<file path="src/drf_pkg.sv">
// Shared types and constants for the depth disparity refit pipeline.
package drf_pkg;

    localparam int KQ_W = 32;
    localparam logic [KQ_W-1:0] K_Q16 = 32'd2803346100;
    localparam logic [15:0] K_HI = K_Q16[31:16];

    localparam int RECIP_STAGES = 4;
    localparam int RECIP_STEPS = KQ_W / RECIP_STAGES;
    localparam int QUOT_STAGES = 4;
    localparam int QUOT_STEPS = 16 / QUOT_STAGES;

    localparam int ADDR_W = 5;
    localparam logic [2:0] REG_GAIN = 3'd0;
    localparam logic [2:0] REG_OFFSET = 3'd1;
    localparam logic [2:0] REG_HCURVE = 3'd2;
    localparam logic [2:0] REG_VCURVE = 3'd3;
    localparam logic [2:0] REG_RADIUS = 3'd4;
    localparam logic [2:0] REG_CX = 3'd5;
    localparam logic [2:0] REG_CY = 3'd6;

    typedef struct packed {
        logic signed [31:0] depth_gain;
        logic signed [31:0] disparity_offset;
        logic signed [31:0] horizontal_curve;
        logic signed [31:0] vertical_curve;
        logic [11:0]        max_radius;
        logic [15:0]        center_x;
        logic [15:0]        center_y;
    } cfg_t;

    typedef struct packed {
        logic [15:0]        depth;
        logic signed [16:0] u;
        logic signed [16:0] v;
        logic               nz;
    } side_t;

    typedef struct packed {
        logic        zero;
        logic        sat;
        logic [31:0] den;
    } quot_t;

endpackage

</file>
<file path="src/drf_cfg.sv">
// APB register file for the refit coefficients.
module drf_cfg
    import drf_pkg::*;
(
    input  logic              clk,
    input  logic              rst_n,
    input  logic              psel,
    input  logic              penable,
    input  logic              pwrite,
    input  logic [ADDR_W-1:0] paddr,
    input  logic [31:0]       pwdata,
    output logic [31:0]       prdata,
    output logic              pready,
    output cfg_t              cfg
);
    cfg_t cfg_reg;
    logic wr;

    assign wr = psel && penable && pwrite;
    assign pready = 1'b1;
    assign cfg = cfg_reg;

    always_ff @(posedge clk or negedge rst_n)
    begin
        if (!rst_n)
        begin
            cfg_reg.depth_gain <= 32'sd16777216;
            cfg_reg.disparity_offset <= '0;
            cfg_reg.horizontal_curve <= '0;
            cfg_reg.vertical_curve <= '0;
            cfg_reg.max_radius <= 12'd150;
            cfg_reg.center_x <= 16'd5120;
            cfg_reg.center_y <= 16'd3840;
        end
        else if (wr)
        begin
            case (paddr[4:2])
                REG_GAIN:   cfg_reg.depth_gain <= pwdata;
                REG_OFFSET: cfg_reg.disparity_offset <= pwdata;
                REG_HCURVE: cfg_reg.horizontal_curve <= pwdata;
                REG_VCURVE: cfg_reg.vertical_curve <= pwdata;
                REG_RADIUS: cfg_reg.max_radius <= pwdata[11:0];
                REG_CX:     cfg_reg.center_x <= pwdata[15:0];
                REG_CY:     cfg_reg.center_y <= pwdata[15:0];
                default:    ;
            endcase
        end
    end

    always_comb
    begin
        case (paddr[4:2])
            REG_GAIN:   prdata = cfg_reg.depth_gain;
            REG_OFFSET: prdata = cfg_reg.disparity_offset;
            REG_HCURVE: prdata = cfg_reg.horizontal_curve;
            REG_VCURVE: prdata = cfg_reg.vertical_curve;
            REG_RADIUS: prdata = {20'd0, cfg_reg.max_radius};
            REG_CX:     prdata = {16'd0, cfg_reg.center_x};
            REG_CY:     prdata = {16'd0, cfg_reg.center_y};
            default:    prdata = '0;
        endcase
    end
endmodule

</file>
<file path="config.mk">
export PLATFORM = sky130hd
export DESIGN_NAME = drf_cfg
export DESIGN_NICKNAME = d
export VERILOG_FILES = /design/src/drf_pkg.sv /design/src/drf_cfg.sv
export SDC_FILE = /design/constraint.sdc
export NUM_CORES = 1
export LEC_CHECK = 0
export BUFFER_PORTS_ARGS = -buffer_cell sky130_fd_sc_hd__buf_4
export CAP_MARGIN = 5
export CORE_MARGIN = 2
export CORE_UTILIZATION = 25
export DETAILED_ROUTE_END_ITERATION = 7
export PLACE_DENSITY_LB_ADDON = 0.1
export SLEW_MARGIN = 20
export SYNTH_ARGS = -nofsm -noshare
export SYNTH_HDL_FRONTEND = slang
export SYNTH_SLANG_ARGS = --single-unit
</file>
<file path="constraint.sdc">
create_clock -name clk -period 3 [get_ports clk]
set_clock_uncertainty 0.15 [all_clocks]
set_input_delay 0 -clock clk [delete_from_list [all_inputs] [get_ports clk]]
set_output_delay 0 -clock clk [all_outputs]
set_load 0.01 [all_outputs]
</file>
Yosys cells after proc, flatten, opt, wreduce, memory -nomap -nowiden:

Cells that the tools add are included.

* flip-flop bits (word level): 172
* input port bits: 42
* output and inout port bits: 205
* logic and storage cells: 24

* equal/unequal tests: 6
* muxes and demuxes: 1
* reduce and logical (&&, ||, !) cells: 10

Operators with widths (number)
* one-hot mux 32 bit (7 select lines): 1
* AND reduction 2 bit: 7
* equality test 3 bit (second input constant): 3
* equality test 3 x 2 -> 1 bit (second input constant): 2
* equality test 3 x 1 -> 1 bit (second input constant): 1
* logical NOT 3 bit: 1
* logical AND 1 bit: 2

Depth between registers and ports, before layout:

* depth after elaboration: 3
* mapped depth: 6

Worst setup path before layout:

OpenSTA, ideal clock, no wires.

* path kind: input to register
* from: input port paddr[2]
* to: register cfg_reg (netlist bit cfg[140])
* setup time: 0.125 ns
* arrival time: 1.185 ns
* path slack: 1.540 ns
* stages on the path: 6
* cells stage by stage: buf_6 -> nand4b_4 -> or3_1 -> buf_2 -> buf_6 -> mux2_4

* longest elaborated chain between the ends: 2

RTL lines
* start, declared: RTL line drf_cfg.sv:10 `input logic [ADDR_W-1:0] paddr,`
* logical NOT 3 bit: RTL line drf_cfg.sv:37 `case (paddr[4:2])`
* AND reduction 2 bit (no line)
* end, declared: RTL line drf_cfg.sv:16 `cfg_t cfg_reg;`

Every way passes these cells.
A chain may end at the register's enable or synchronous reset.

Worst setup path in the final report:

* from: input port paddr[2]
* to: output port prdata[15]

* longest elaborated chain between the ends: 2

RTL lines
* equality test 3 bit (tied with other cells): RTL line drf_cfg.sv:52 `case (paddr[4:2])`
* one-hot mux 32 bit (7 select lines) *: RTL line drf_cfg.sv:52
* end, declared: RTL line drf_cfg.sv:12 `output logic [31:0] prdata,`

Every way passes the cells marked *; elsewhere a longest branch is shown, timed or not.

==> impl_metrics.json <==
{
  "status": "finished, final reports clean",
  "r2r_end": "cfg[167]",
  "hpwl_um": 17800,
  "drt-pass1-iter-count": 4,
  "wl_per_cell_um": 21.4,
  "grt_remaining_overflow": 0,
  "cts_resized": 0,
  "antenna_found_initial": 0,
  "min_period_over_period_pct": 76.4,
  "postRouteWirelength_um": 26400,
  "area_growth_pct": 41.4,
  "synth_warnings": 0,
  "clockBufferDepth": 2,
  "finalMaxSlewViolations": 0,
  "cpPeakStageDelay_ns": 0.64,
  "post_dp_cell_area_um2": 10400,
  "clk_pin_slew_worst_paths_ns": 0.07,
  "setup_tns_ns": 0,
  "critPathLaunchType": "primary input",
  "diodes": 0,
  "synthDistinctLibCells": 40,
  "synth_flop_cell": "dfrtp_1",
  "rows": 65,
  "hp-class": "primary input to asynchronous set/reset pin",
  "final_util_pct": 36.0,
  "p_leak_nw": 5.41,
  "path_delay_family": "buffers and inverters",
  "synth-seq-cells": 172,
  "worstReg2RegStart": "cfg[167]",
  "critPathBufInv": 3,
  "fin_total_pwr_mw": 7.81,
  "setup-violations-final": 0,
  "grt_usage_pct": 15.9,
  "drive_gt1_share_pct": 59.5,
  "crit_path_top_delay_cell": "buf_4",
  "path_class": "primary input to output pin",
  "cts_buffers": 17,
  "syn_nets": 589,
  "ys_seq_area_share_pct": 53.7,
  "ir_drop_mv": 0.336,
  "drcViolationCount": 0,
  "port_buffers": 243,
  "rsz0062_at_grt": "false",
  "cts_htree_levels": 4,
  "cpMostUsedCell": "buf_4",
  "required_ns": 2.85,
  "rrSetupSlack_ns": 2.03,
  "layout.nets": 864,
  "crit_path_cell_trace": "buf_4, buf_4, nand2b_1, o21ai_0, a221o_1, buf_4",
  "arrival_ns": 2.14,
  "avgSynthCellArea_um2": 14.7,
  "clock.fmax_mhz": 436,
  "synth.cell_area_um2": 8040,
  "end_kind": "output pin",
  "via_per_inst": 4.65,
  "worstPathMaxFanout": 43,
  "maxCapViolCount": 0,
  "clkSinkCount": 172,
  "post_cts_buffers": 0,
  "cts_root_buf": "clkbuf_16",
  "relSlewSlack_pct": 48.9,
  "final_area_um2": 11400,
  "ant_nets": 0,
  "worstMarginPinSlew_ns": 0.766,
  "grt_pass1_wl_um": 39800,
  "first_global_vias": 6138,
  "start_util_pct": 25.4,
  "cts-hold-fix-buffers": 36,
  "die_w_um": 183,
  "drt-initial-drc-count": 224,
  "gp_congestion": 0.767,
  "grt_max_degree": 71,
  "fin_crit_ns": 2.29,
  "fp.dieH_um": 183,
  "dieArea_um2": 33600,
  "largest_register_ffs": 172,
  "hold_viol": 0,
  "num_vias": 5754,
  "core_region_area_um2": 31600,
  "syn_inst": 547,
  "ff2ff_path_depth": 1,
  "io_pins": 247,
  "synth_edf_count": 0,
  "async_flop_share_pct": 100,
  "powerDensity_nw_per_um2": 686,
  "insertion_delay_ns": 0.43,
  "cts_tree": "done"
}
cell type report:
class,count,area (um2)
clock buffers,17,425
clock inverters,15,219
fillers,3056,20300
inverters,5,18.8
multi-input cells,331,3520
flip-flops and latches,172,4320
well taps,402,503
repair buffers,295,2370
where the power goes:
part	internal [mW]	total (mW)	switching, mW
clock network	1.43	2.46	1.03
registers	2.80	3.20	0.400
logic	1.26	2.15	0.887
cells in the mapped netlist (all sizes together) (2+ instances only):
cell	n	area (um2)
a221o	2	20.0
o21a	8	60.1
o21ai	5	25.0
nor2b	20	125
nand3b	2	15.0
nor4bb	6	60.1
o221ai	8	70.1
or3	2	12.5
buf	30	179
mux2	173	2060
inv	5	18.8
dfstp	11	289
dfrtp	161	4030
nor3	3	20.0
nand2b	3	18.8
a31oi	10	62.6
a22o	5	43.8
nand3	8	40.0
nand4b	2	32.5
nor2	7	31.3
nand2	6	22.5
clkbuf	9	33.8
mux4	16	360
or2	4	25.0
mux2i	34	340
kinds of logic after synthesis:
| logic type | synth area share [%] |
|---|---|
| mux | 34.3 |
| compound gates | 3.90 |
| buf+inv | 2.88 |
| simple gates | 5.16 |
| flops | 53.7 |
| other cells | 0.0466 |
stage by stage:
step	cells	hold WS (ns)	worst slack, ns
floorplan	547	-0.446	1.54
global placement	1169	-0.0685	0.641
detailed placement	1169	-0.0604	0.650
CTS	1237	0.0416	0.663
global route	1237	0.0736	0.536
finish	1237	0.0163	0.708
worst max path at each step:
stage	startpoint	end	slack, ns	cells after the start
6_report	paddr[2]	prdata[15]	0.71	6
5_1_grt	paddr[2]	prdata[15]	0.54	6
4_1_cts	paddr[2]	prdata[15]	0.66	6
3_5_place_dp	paddr[2]	prdata[15]	0.65	6
3_3_place_gp	paddr[2]	prdata[15]	0.64	6
2_1_floorplan	paddr[2]	cfg[140]	1.54	6
layout by cell type (no fill, tap or decap), types with 10 or more instances in the layout:
master | Yosys | routed
mux2i_1 | 34 | 34
clkbuf_16 | 0 | 17
a31oi_1 | 10 | 10
buf_4 | 2 | 253
nor2b_1 | 20 | 20
dlygate4sd3_1 | 0 | 36
dfstp_2 | 11 | 11
dfrtp_1 | 161 | 161
mux2_4 | 30 | 30
mux4_2 | 16 | 16
mux2_2 | 137 | 137
routing by layer:
layer / track usage [%] / routed length [um] / vias up
met5: 0 / 0 / -
met4: 4.29 / 304 / 0
met3: 4.83 / 1740 / 17
met2: 25.4 / 12600 / 175
met1: 20.9 / 11800 / 2998
li1: - / - / 2564
(Power assumes the default switching activity.)
