--- config.mk ---
export PLATFORM = sky130hd
export DESIGN_NAME = drf_recip
export DESIGN_NICKNAME = d
export VERILOG_FILES = /design/src/drf_pkg.sv /design/src/drf_recip.sv
export SDC_FILE = /design/constraint.sdc
export NUM_CORES = 1
export LEC_CHECK = 0
export BUFFER_PORTS_ARGS = -buffer_cell sky130_fd_sc_hd__buf_2
export CORE_ASPECT_RATIO = 1.5
export CORE_MARGIN = 1.5
export CORE_UTILIZATION = 56
export DETAILED_ROUTE_END_ITERATION = 8
export GPL_TIMING_DRIVEN = 0
export PLACE_DENSITY = 0.73
export RECOVER_POWER = 25
export SYNTH_ARGS = -nofsm -noshare
export SYNTH_HDL_FRONTEND = slang
export SYNTH_SLANG_ARGS = --single-unit
--- constraint.sdc ---
create_clock -name clk -period 29.1 [get_ports clk]
set_input_delay 2.91 -clock clk [delete_from_list [all_inputs] [get_ports clk]]
set_output_delay 2.91 -clock clk [all_outputs]
set_load 0.05 [all_outputs]
--- src/drf_pkg.sv ---
// Shared types and constants for the depth disparity refit pipeline.
package drf_pkg;

    localparam int KQ_W = 32;
    localparam logic [KQ_W-1:0] K_Q16 = 32'd2803346100;
    localparam logic [15:0] K_HI = K_Q16[31:16];

    localparam int RECIP_STAGES = 4;
    localparam int RECIP_STEPS = KQ_W / RECIP_STAGES;
    localparam int QUOT_STAGES = 4;
    localparam int QUOT_STEPS = 16 / QUOT_STAGES;

    localparam int ADDR_W = 5;
    localparam logic [2:0] REG_GAIN = 3'd0;
    localparam logic [2:0] REG_OFFSET = 3'd1;
    localparam logic [2:0] REG_HCURVE = 3'd2;
    localparam logic [2:0] REG_VCURVE = 3'd3;
    localparam logic [2:0] REG_RADIUS = 3'd4;
    localparam logic [2:0] REG_CX = 3'd5;
    localparam logic [2:0] REG_CY = 3'd6;

    typedef struct packed {
        logic signed [31:0] depth_gain;
        logic signed [31:0] disparity_offset;
        logic signed [31:0] horizontal_curve;
        logic signed [31:0] vertical_curve;
        logic [11:0]        max_radius;
        logic [15:0]        center_x;
        logic [15:0]        center_y;
    } cfg_t;

    typedef struct packed {
        logic [15:0]        depth;
        logic signed [16:0] u;
        logic signed [16:0] v;
        logic               nz;
    } side_t;

    typedef struct packed {
        logic        zero;
        logic        sat;
        logic [31:0] den;
    } quot_t;

endpackage

--- src/drf_recip.sv ---
// Pipelined restoring divider: disparity = K / depth, eight quotient bits per stage.
module drf_recip
    import drf_pkg::*;
(
    input  logic        clk,
    input  logic        rst_n,
    input  logic        adv,
    input  logic        in_valid,
    input  side_t       in_side,
    output logic        out_valid,
    output side_t       out_side,
    output logic [31:0] recip
);
    logic        vld_reg  [RECIP_STAGES];
    side_t       side_reg [RECIP_STAGES];
    logic [15:0] rem_reg  [RECIP_STAGES];
    logic [31:0] quo_reg  [RECIP_STAGES];

    for (genvar s = 0; s < RECIP_STAGES; s++)
    begin : g_stage
        logic        vld_in;
        side_t       side_in;
        logic [15:0] rem_in;
        logic [31:0] quo_in;
        logic [15:0] rem_next;
        logic [31:0] quo_next;

        if (s == 0)
        begin : g_first
            assign vld_in = in_valid;
            assign side_in = in_side;
            assign rem_in = '0;
            assign quo_in = '0;
        end
        else
        begin : g_rest
            assign vld_in = vld_reg[s-1];
            assign side_in = side_reg[s-1];
            assign rem_in = rem_reg[s-1];
            assign quo_in = quo_reg[s-1];
        end

        always_comb
        begin
            logic [16:0] t;
            logic [15:0] r;
            logic [31:0] q;
            r = rem_in;
            q = quo_in;
            for (int j = 0; j < RECIP_STEPS; j++)
            begin
                t = {r, K_Q16[KQ_W - 1 - RECIP_STEPS * s - j]};
                q = {q[30:0], 1'b0};
                if (t >= {1'b0, side_in.depth})
                begin
                    t = t - {1'b0, side_in.depth};
                    q[0] = 1'b1;
                end
                r = t[15:0];
            end
            rem_next = r;
            quo_next = q;
        end

        always_ff @(posedge clk or negedge rst_n)
        begin
            if (!rst_n)
                vld_reg[s] <= 1'b0;
            else if (adv)
                vld_reg[s] <= vld_in;
        end

        always_ff @(posedge clk)
        begin
            if (adv)
            begin
                side_reg[s] <= side_in;
                rem_reg[s] <= rem_next;
                quo_reg[s] <= quo_next;
            end
        end
    end

    assign out_valid = vld_reg[RECIP_STAGES-1];
    assign out_side = side_reg[RECIP_STAGES-1];
    assign recip = quo_reg[RECIP_STAGES-1];
endmodule

# After elaboration in Yosys (flattened, before gate mapping)
# Memory sizes are Yosys's and may differ from the RTL's.
# Index checks and enable logic that the tools add are counted.
op_classes:
  add_sub_neg: 32
  n_lt_le_gt_ge: 32
  muxes: 66
ops:
  columns: ["op", "n"]
  rows:
  - ["$ge 17x16->1", 31]
  - ["$mux 16", 32]
  - ["$sub 16x16->16", 31]
  - ["$mux 1", 34]
  - ["$ge 1x16->1 const A", 1]
  - ["$sub 1x16->16 const A", 1]
word_totals:
  reg_bits: 4
  mem_bits_rw: 396
  inputBits: 55
  mem_count: 3
memory_table:
  columns: ["name", "words", "width", "rd", "rd_clocked_by_memory_dff", "wr", "line_no", "source"]
  rows:
  - ["side_reg", 4, 51, 4, 0, 4, "drf_recip.sv:15", "side_t side_reg [RECIP_STAGES];"]
  - ["quo_reg", 4, 32, 4, 0, 4, "drf_recip.sv:17", "logic [31:0] quo_reg [RECIP_STAGES];"]
  - ["rem_reg", 4, 16, 3, 0, 4, "drf_recip.sv:16", "logic [15:0] rem_reg [RECIP_STAGES];"]

# Logic depth before layout (Yosys ltp)
# Gate-level depths: netlist (run 1).
# An unclocked memory read counts as a cell.
depth:
  depth_word: 17
  depth_mapped: 112

# Worst setup path after synthesis (run 1)
# No wires, ideal clock.
synth_path:
  path_type: "input to register"
  start: "in in_side[37] in the netlist's numbering"
  end: "mem rem_reg[0][10], data pin"
  arrival_time_ns: 22.430
  required_time_ns: 28.840
  setup_slack_ns: 6.410
  cell_stages: 100
  path_cell_list: "inv_1 > ha_1 > and3_1 > buf_2 > nand2_1 > a21oi_1 > nand2_1 > ha_1 > nor2b_1 > o21a_1 > o21ai_1 > a32oi_1 > a31o_2 > a21oi_1 > inv_1 > clkbuf_1 > a22oi_1 > inv_1 > [... 64 more ...] > o21ai_2 > mux2_2 > ha_1 > a21o_1 > a21oi_1 > o21ai_0 > a21oi_1 > nand2b_1 > a21boi_0 > o21a_1 > o21ai_0 > a21oi_1 > nor3_1 > o21bai_1 > a21oi_1 > o2111ai_2 > buf_2 > mux2_2"
synth_rtl:
  columns: ["element", "line_no", "source"]
  rows:
  - ["from (decl)", "drf_recip.sv:9", "input side_t in_side,"]
  - ["to (decl)", "drf_recip.sv:16", null]

==> summary.txt, run 1 <==
Status
  – Status: finished clean

Global routing
  – Vias in the first global route: 32400
  – Met3 global-route usage: 3.37%
  – Global-route wire length before repair: 166000 um
  – Busiest grt layer: met2
  – Largest net degree at the start of global routing: 138
  – M1 GR Usage: 35.6%
  – Gr ovfl total: 0
  – Global Route Usage Sum: 31.0%
  – Initial antenna violation count: 4
  – M2 GR Usage: 54.3%

STA
  – Slew margin rel.: 31.5%
  – Hold Fails Final Rpt: 0
  – Worst-Margin Slew: 1000 ps
  – Unrepaired setup endpoints after global routing: no
  – Endpoints failing setup: 0
  – Final TNS setup: 0 ps
  – Final period util: 94.0%
  – Fin crit period: 27370 ps
  – Pins over their slew limit: 0
  – Highest Clock Rate: 36.5 MHz
  – Final Skew: 33.0 ps

Die
  – Die area: 68100 sq um
  – Row count: 115
  – Ports: 139
  – Width of the chip: 214 um
  – Chip Height: 319 um
  – Initial core utilization: 56.7%
  – Core area: 65800 sq um

Logic synthesis
  – Ys async rst share: 1.19%
  – Post-synthesis sequential area ratio: 27.0%
  – Ys flop type: edfxtp_1
  – Syn Area/Cell: 8.97 sq um
  – Top cell type's share of synthesized area: 26.8%
  – Syn_nets: 4692
  – Most frequent cell after synthesis: ha_1
  – Post-synth EDFFs: 332
  – Mapped cell area: 37300 sq um
  – Flops & latches, synth: 336
  – Top cells by area, synth: edfxtp_1 (27%), ha_1 (16%), mux2_2 (5.3%)
  – Yosys top cell by area: edfxtp_1
  – Gate Count Post-Synth: 4153
  – Leading cell types by count after synthesis: ha_1 (467), nor2_1 (340), edfxtp_1 (332)
  – Yosys warnings: 0
  – Yosys cell types: 112

Clock tree
  – Worst-skew pair later-pin latency: 580 ps
  – # hold bufs at CTS: 0
  – Maximum clock path buffer count: 3
  – Post-CTS setup buffer count: 0
  – Htree depth: 2
  – Clock Tree Root: clkbuf_16
  – CTS Sinks: 336
  – CTS tree: done
  – CTS Buf Count: 35
  – Post-CTS Resized: 0
  – Clk slew on worst S/H paths: 60 ps

Job
  – Max cap viols: 0

Setup path
  – CP max stage delay: 610 ps
  – Crit Path Max Fanout: 10
  – Startpoint types: flop
  – CP max-delay cell: edfxtp_1
  – Cell family with the largest share of critical-path delay: compound AO/OA/AOI/OAI gates
  – Worst setup EP type: flop
  – Cell mode on critical path: a21oi_1
  – Worst EP arrival: 27680 ps
  – Crit Path Class: reg2reg
  – CP Buf/Inv Count: 16
  – CP Data Required Time: 29410 ps

Route
  – Antenna Nets Post-Route: 0
  – Total Routed Length: 107000 um
  – Detailed Routing Iterations Pass 1: 6
  – Drt wl/cell: 20.3 um
  – Vias per cell: 6.31
  – Initial drt markers: 2394
  – Vias: 33000
  – DRC viols: 0

Place
  – GP Congestion: 0.972
  – Dpl hpwl: 83400 um
  – Port Buf Inserts: 138

Cells and area
  – Util after Layout: 61.3%
  – Share of post-route cells with drive strength above 1: 11.9%
  – Synthesis-to-layout area growth: 8.18%
  – Fillers: 5778
  – Largest register FFs: 204
  – Nets: 4869

Min path
  – Worst hold path type: reg2reg
stage by stage:
stage	hold slack (ps)	cells	instance area, sq um	setup slack [ps]
floorplan	400	4153	37300	6410
CTS	397	5234	40300	1320
global placement	401	5168	39000	1480
global route	396	5234	40300	97.7
detailed placement	405	5170	39100	1460
finish	400	5236	40300	1730
cell type report:
class	count	area, sq um	area share (%)
clock inverters	19	235	0.584
clock buffers	45	935	2.32
diodes	2	5.00	0.0124
well taps	877	1100	2.72
repair buffers	140	756	1.88
plain buffers	73	344	0.854
inverters	246	923	2.29
flip-flops and latches	336	10100	25.0
multi-input cells	3498	25900	64.4
placed cells by master (no fill, tap or decap), types with 121 or more instances in the layout:
| cell | n |
|---|---|
| nand2_1 | 292 |
| a21o_1 | 134 |
| mux2_2 | 176 |
| ha_1 | 467 |
| xor2_1 | 121 |
| inv_1 | 229 |
| nor2_1 | 340 |
| edfxtp_1 | 332 |
| o21ai_0 | 261 |
| a21oi_1 | 325 |
| xnor2_1 | 196 |
| buf_2 | 160 |
logic make-up (layout without fill, tap and decap cells):
family | Yosys count | count (layout) | synth area share (%)
flip-flops | 336 | 336 | 27.0
multiplexers | 244 | 244 | 7.39
adder cells (fa/ha/maj) | 484 | 484 | 16.6
buffers and inverters | 319 | 523 | 3.39
XOR/XNOR | 317 | 317 | 7.45
other | 0 | 2 | 0
AO/OA/AOI/OAI | 1224 | 1224 | 22.0
AND/OR/NAND/NOR | 1229 | 1229 | 16.2
worst paths after layout:
check	from	to	slack [ps]	cells past startpoint
min in group asynchronous	rst_n	g_stage[2].vld_in	2130	1
max reg2reg	side_reg[0][37]	rem_reg[1][1]	1730	107
min reg2reg	quo_reg[0][7]	quo_reg[1][15]	400	0
min	quo_reg[0][7]	quo_reg[1][15]	400	0
max in group asynchronous	rst_n	out_valid	26860	1
max	side_reg[0][37]	rem_reg[1][1]	1730	107
layer usage:
| layer | vias to the layer above | wire [um] |
|---|---|---|
| li1 | 16000 | - |
| met1 | 15600 | 41700 |
| met2 | 1076 | 52000 |
| met3 | 403 | 5440 |
| met4 | 0 | 7340 |
| met5 | - | 0 |
Power of run 1 is left out: the tool's default activity adds up to more than one toggle a clock period on the data nets, which glitch-free logic cannot reach.
==> run 2, diff against run 1 <==
--- a/config.mk
+++ b/config.mk
@@ -6,12 +6,14 @@
 export NUM_CORES = 1
 export LEC_CHECK = 0
 export BUFFER_PORTS_ARGS = -buffer_cell sky130_fd_sc_hd__buf_2
+export CELL_PAD_IN_SITES_DETAIL_PLACEMENT = 1
+export CELL_PAD_IN_SITES_GLOBAL_PLACEMENT = 2
 export CORE_ASPECT_RATIO = 1.5
 export CORE_MARGIN = 1.5
-export CORE_UTILIZATION = 56
+export CORE_UTILIZATION = 41
 export DETAILED_ROUTE_END_ITERATION = 8
 export GPL_TIMING_DRIVEN = 0
-export PLACE_DENSITY = 0.73
+export PLACE_DENSITY_LB_ADDON = 0.1
 export RECOVER_POWER = 25
 export SYNTH_ARGS = -nofsm -noshare
 export SYNTH_HDL_FRONTEND = slang
==> run 2 against run 1 <==
Sequential cell count unchanged. Via count down 0.58%. Design area up 1.1%. Fmax increased by 1.1%. Clock-buffer cell count down 5. Critical path type unchanged. Die area increased by 36%.
==> summary.txt, run 2 (synthesis gave the netlist of run 1 again) <==
STA
  – Final period util: 93.0%
  – Hold Fails Final Rpt: 0
  – Highest Clock Rate: 36.9 MHz
  – Fin crit period: 27070 ps
  – Endpoints failing setup: 0
  – Pins over their slew limit: 0
  – Worst-Margin Slew: 987 ps
  – Unrepaired setup endpoints after global routing: no
  – Final Skew: 27.9 ps
  – Slew margin rel.: 32.5%

Setup path
  – Worst EP arrival: 27380 ps
  – Worst setup EP type: flop
  – CP max stage delay: 690 ps
  – CP Data Required Time: 29410 ps
  – CP max-delay cell: edfxtp_1
  – Cell mode on critical path: o21ai_0
  – Crit Path Class: reg2reg
  – Worst r2r src: side_reg[1][37]
  – Crit Path Max Fanout: 10
  – Startpoint types: flop
  – Worst R2R Path Depth: 101
  – Critical Path Source: side_reg[1][37]

Route
  – Antenna Nets Post-Route: 0
  – Vias per cell: 5.94
  – DRC viols: 0
  – Detailed Routing Iterations Pass 1: 5
  – Drt wl/cell: 23.1 um
  – Total Routed Length: 128000 um
  – Vias: 32800
  – Initial drt markers: 1456

Job
  – Max cap viols: 0

Die
  – Initial core utilization: 41.3%
  – Row count: 135
  – Chip Height: 372 um
  – Core area: 90200 sq um
  – Die area: 92700 sq um
  – Width of the chip: 249 um
  – Ports: 139

Clock tree
  – Maximum clock path buffer count: 3
  – # hold bufs at CTS: 0
  – CTS Buf Count: 38
  – Htree depth: 2
  – CTS tree: done
  – Worst-skew pair later-pin latency: 590 ps
  – Clock Tree Root: clkbuf_16
  – CTS Sinks: 336
  – Clk slew on worst S/H paths: 90 ps

Place
  – Dpl hpwl: 101000 um
  – Placed Cells: 5457
  – Port Buf Inserts: 138
  – GP Congestion: 0.890

Global routing
  – Initial antenna violation count: 6
  – Global-route wire length before repair: 197000 um
  – Global Route Usage Sum: 27.1%
  – Gr ovfl total: 0
  – Largest net degree at the start of global routing: 126
  – Vias in the first global route: 34300

Min path
  – Worst hold path type: reg2reg
  – Hold path depth: 0
  – Hold path startpoint: side_reg[1][29]

Cells and area
  – Reg area: 10100 sq um
  – Largest register FFs: 204
  – Fillers: 10700
  – Share of post-route cells with drive strength above 1: 12.6%
  – Non-Filler Instances: 5527
  – Commonest non-fill, non-tap cells in the layout: ha_1 (467), nor2_1 (339), edfxtp_1 (332)
  – Commonest non-fill, non-tap cell in the layout: ha_1
  – Nets: 4876
  – Multi-input logic area: 26000 sq um
  – Synthesis-to-layout area growth: 9.42%
  – Util after Layout: 45.2%

Status
  – Status: finished clean
## run 2: worst max-delay path: cells and delay by family, from the launching register on
kind / cells / cell delay [ps]
AO/OA/AOI/OAI: 47 / 11320
adder cells (fa/ha/maj): 8 / 2720
AND/OR/NAND/NOR: 23 / 5130
flip-flops: 1 / 690
buffers and inverters: 15 / 4040
multiplexers: 8 / 2750
## run 2: repair_timing
item / CTS / global route
gates resized for setup: 2 / 38
pin swaps: 0 / 1
setup endpoints to repair: 17 / 48
cloned: 0 / 0
setup buffers: 0 / 5
## run 2: path summary, 6_finish.rpt
kind	end	slack, ps
worst min-delay path	side_reg[2][29]	400
worst max register to register	rem_reg[2][14]	2030
max in group asynchronous	g_stage[3].vld_in	26850
min in group asynchronous	out_valid	2130
worst max-delay path	rem_reg[2][14]	2030
worst min register to register	side_reg[2][29]	400
## run 2: metrics by stage
stage	TNS (ps)	cell area [sq um]	hold WS, ps	worst slack, ps
finish	0	40800	401	2030
global route	0	40800	412	44.2
CTS	0	40600	399	117
detailed placement	-2270	39500	405	-258
global placement	-619	39400	400	-109
floorplan	0	37300	400	6410
## run 2: final cells by class
class	count	share of cell area, %
Buffer	72	0.856
Clock buffer	40	2.35
Inverter	246	2.31
Tap cell	1164	3.57
Sequential cell	336	24.7
Timing Repair Buffer	145	1.95
Multi-Input combinational cell	3498	63.7
Clock inverter	24	0.516
Antenna cell	2	0.0123
## run 2: routing by layer
metal | vias to the layer above | global-route usage [%] | share of wire, %
met1 | 16200 | 31.0 | 41
li1 | 16000 | - | -
met3 | 205 | 2.27 | 2.5
met2 | 487 | 52.2 | 53
met4 | 2 | 10.0 | 3.7
met5 | - | 0 | 0.010
Power of run 2 is left out for the same reason.
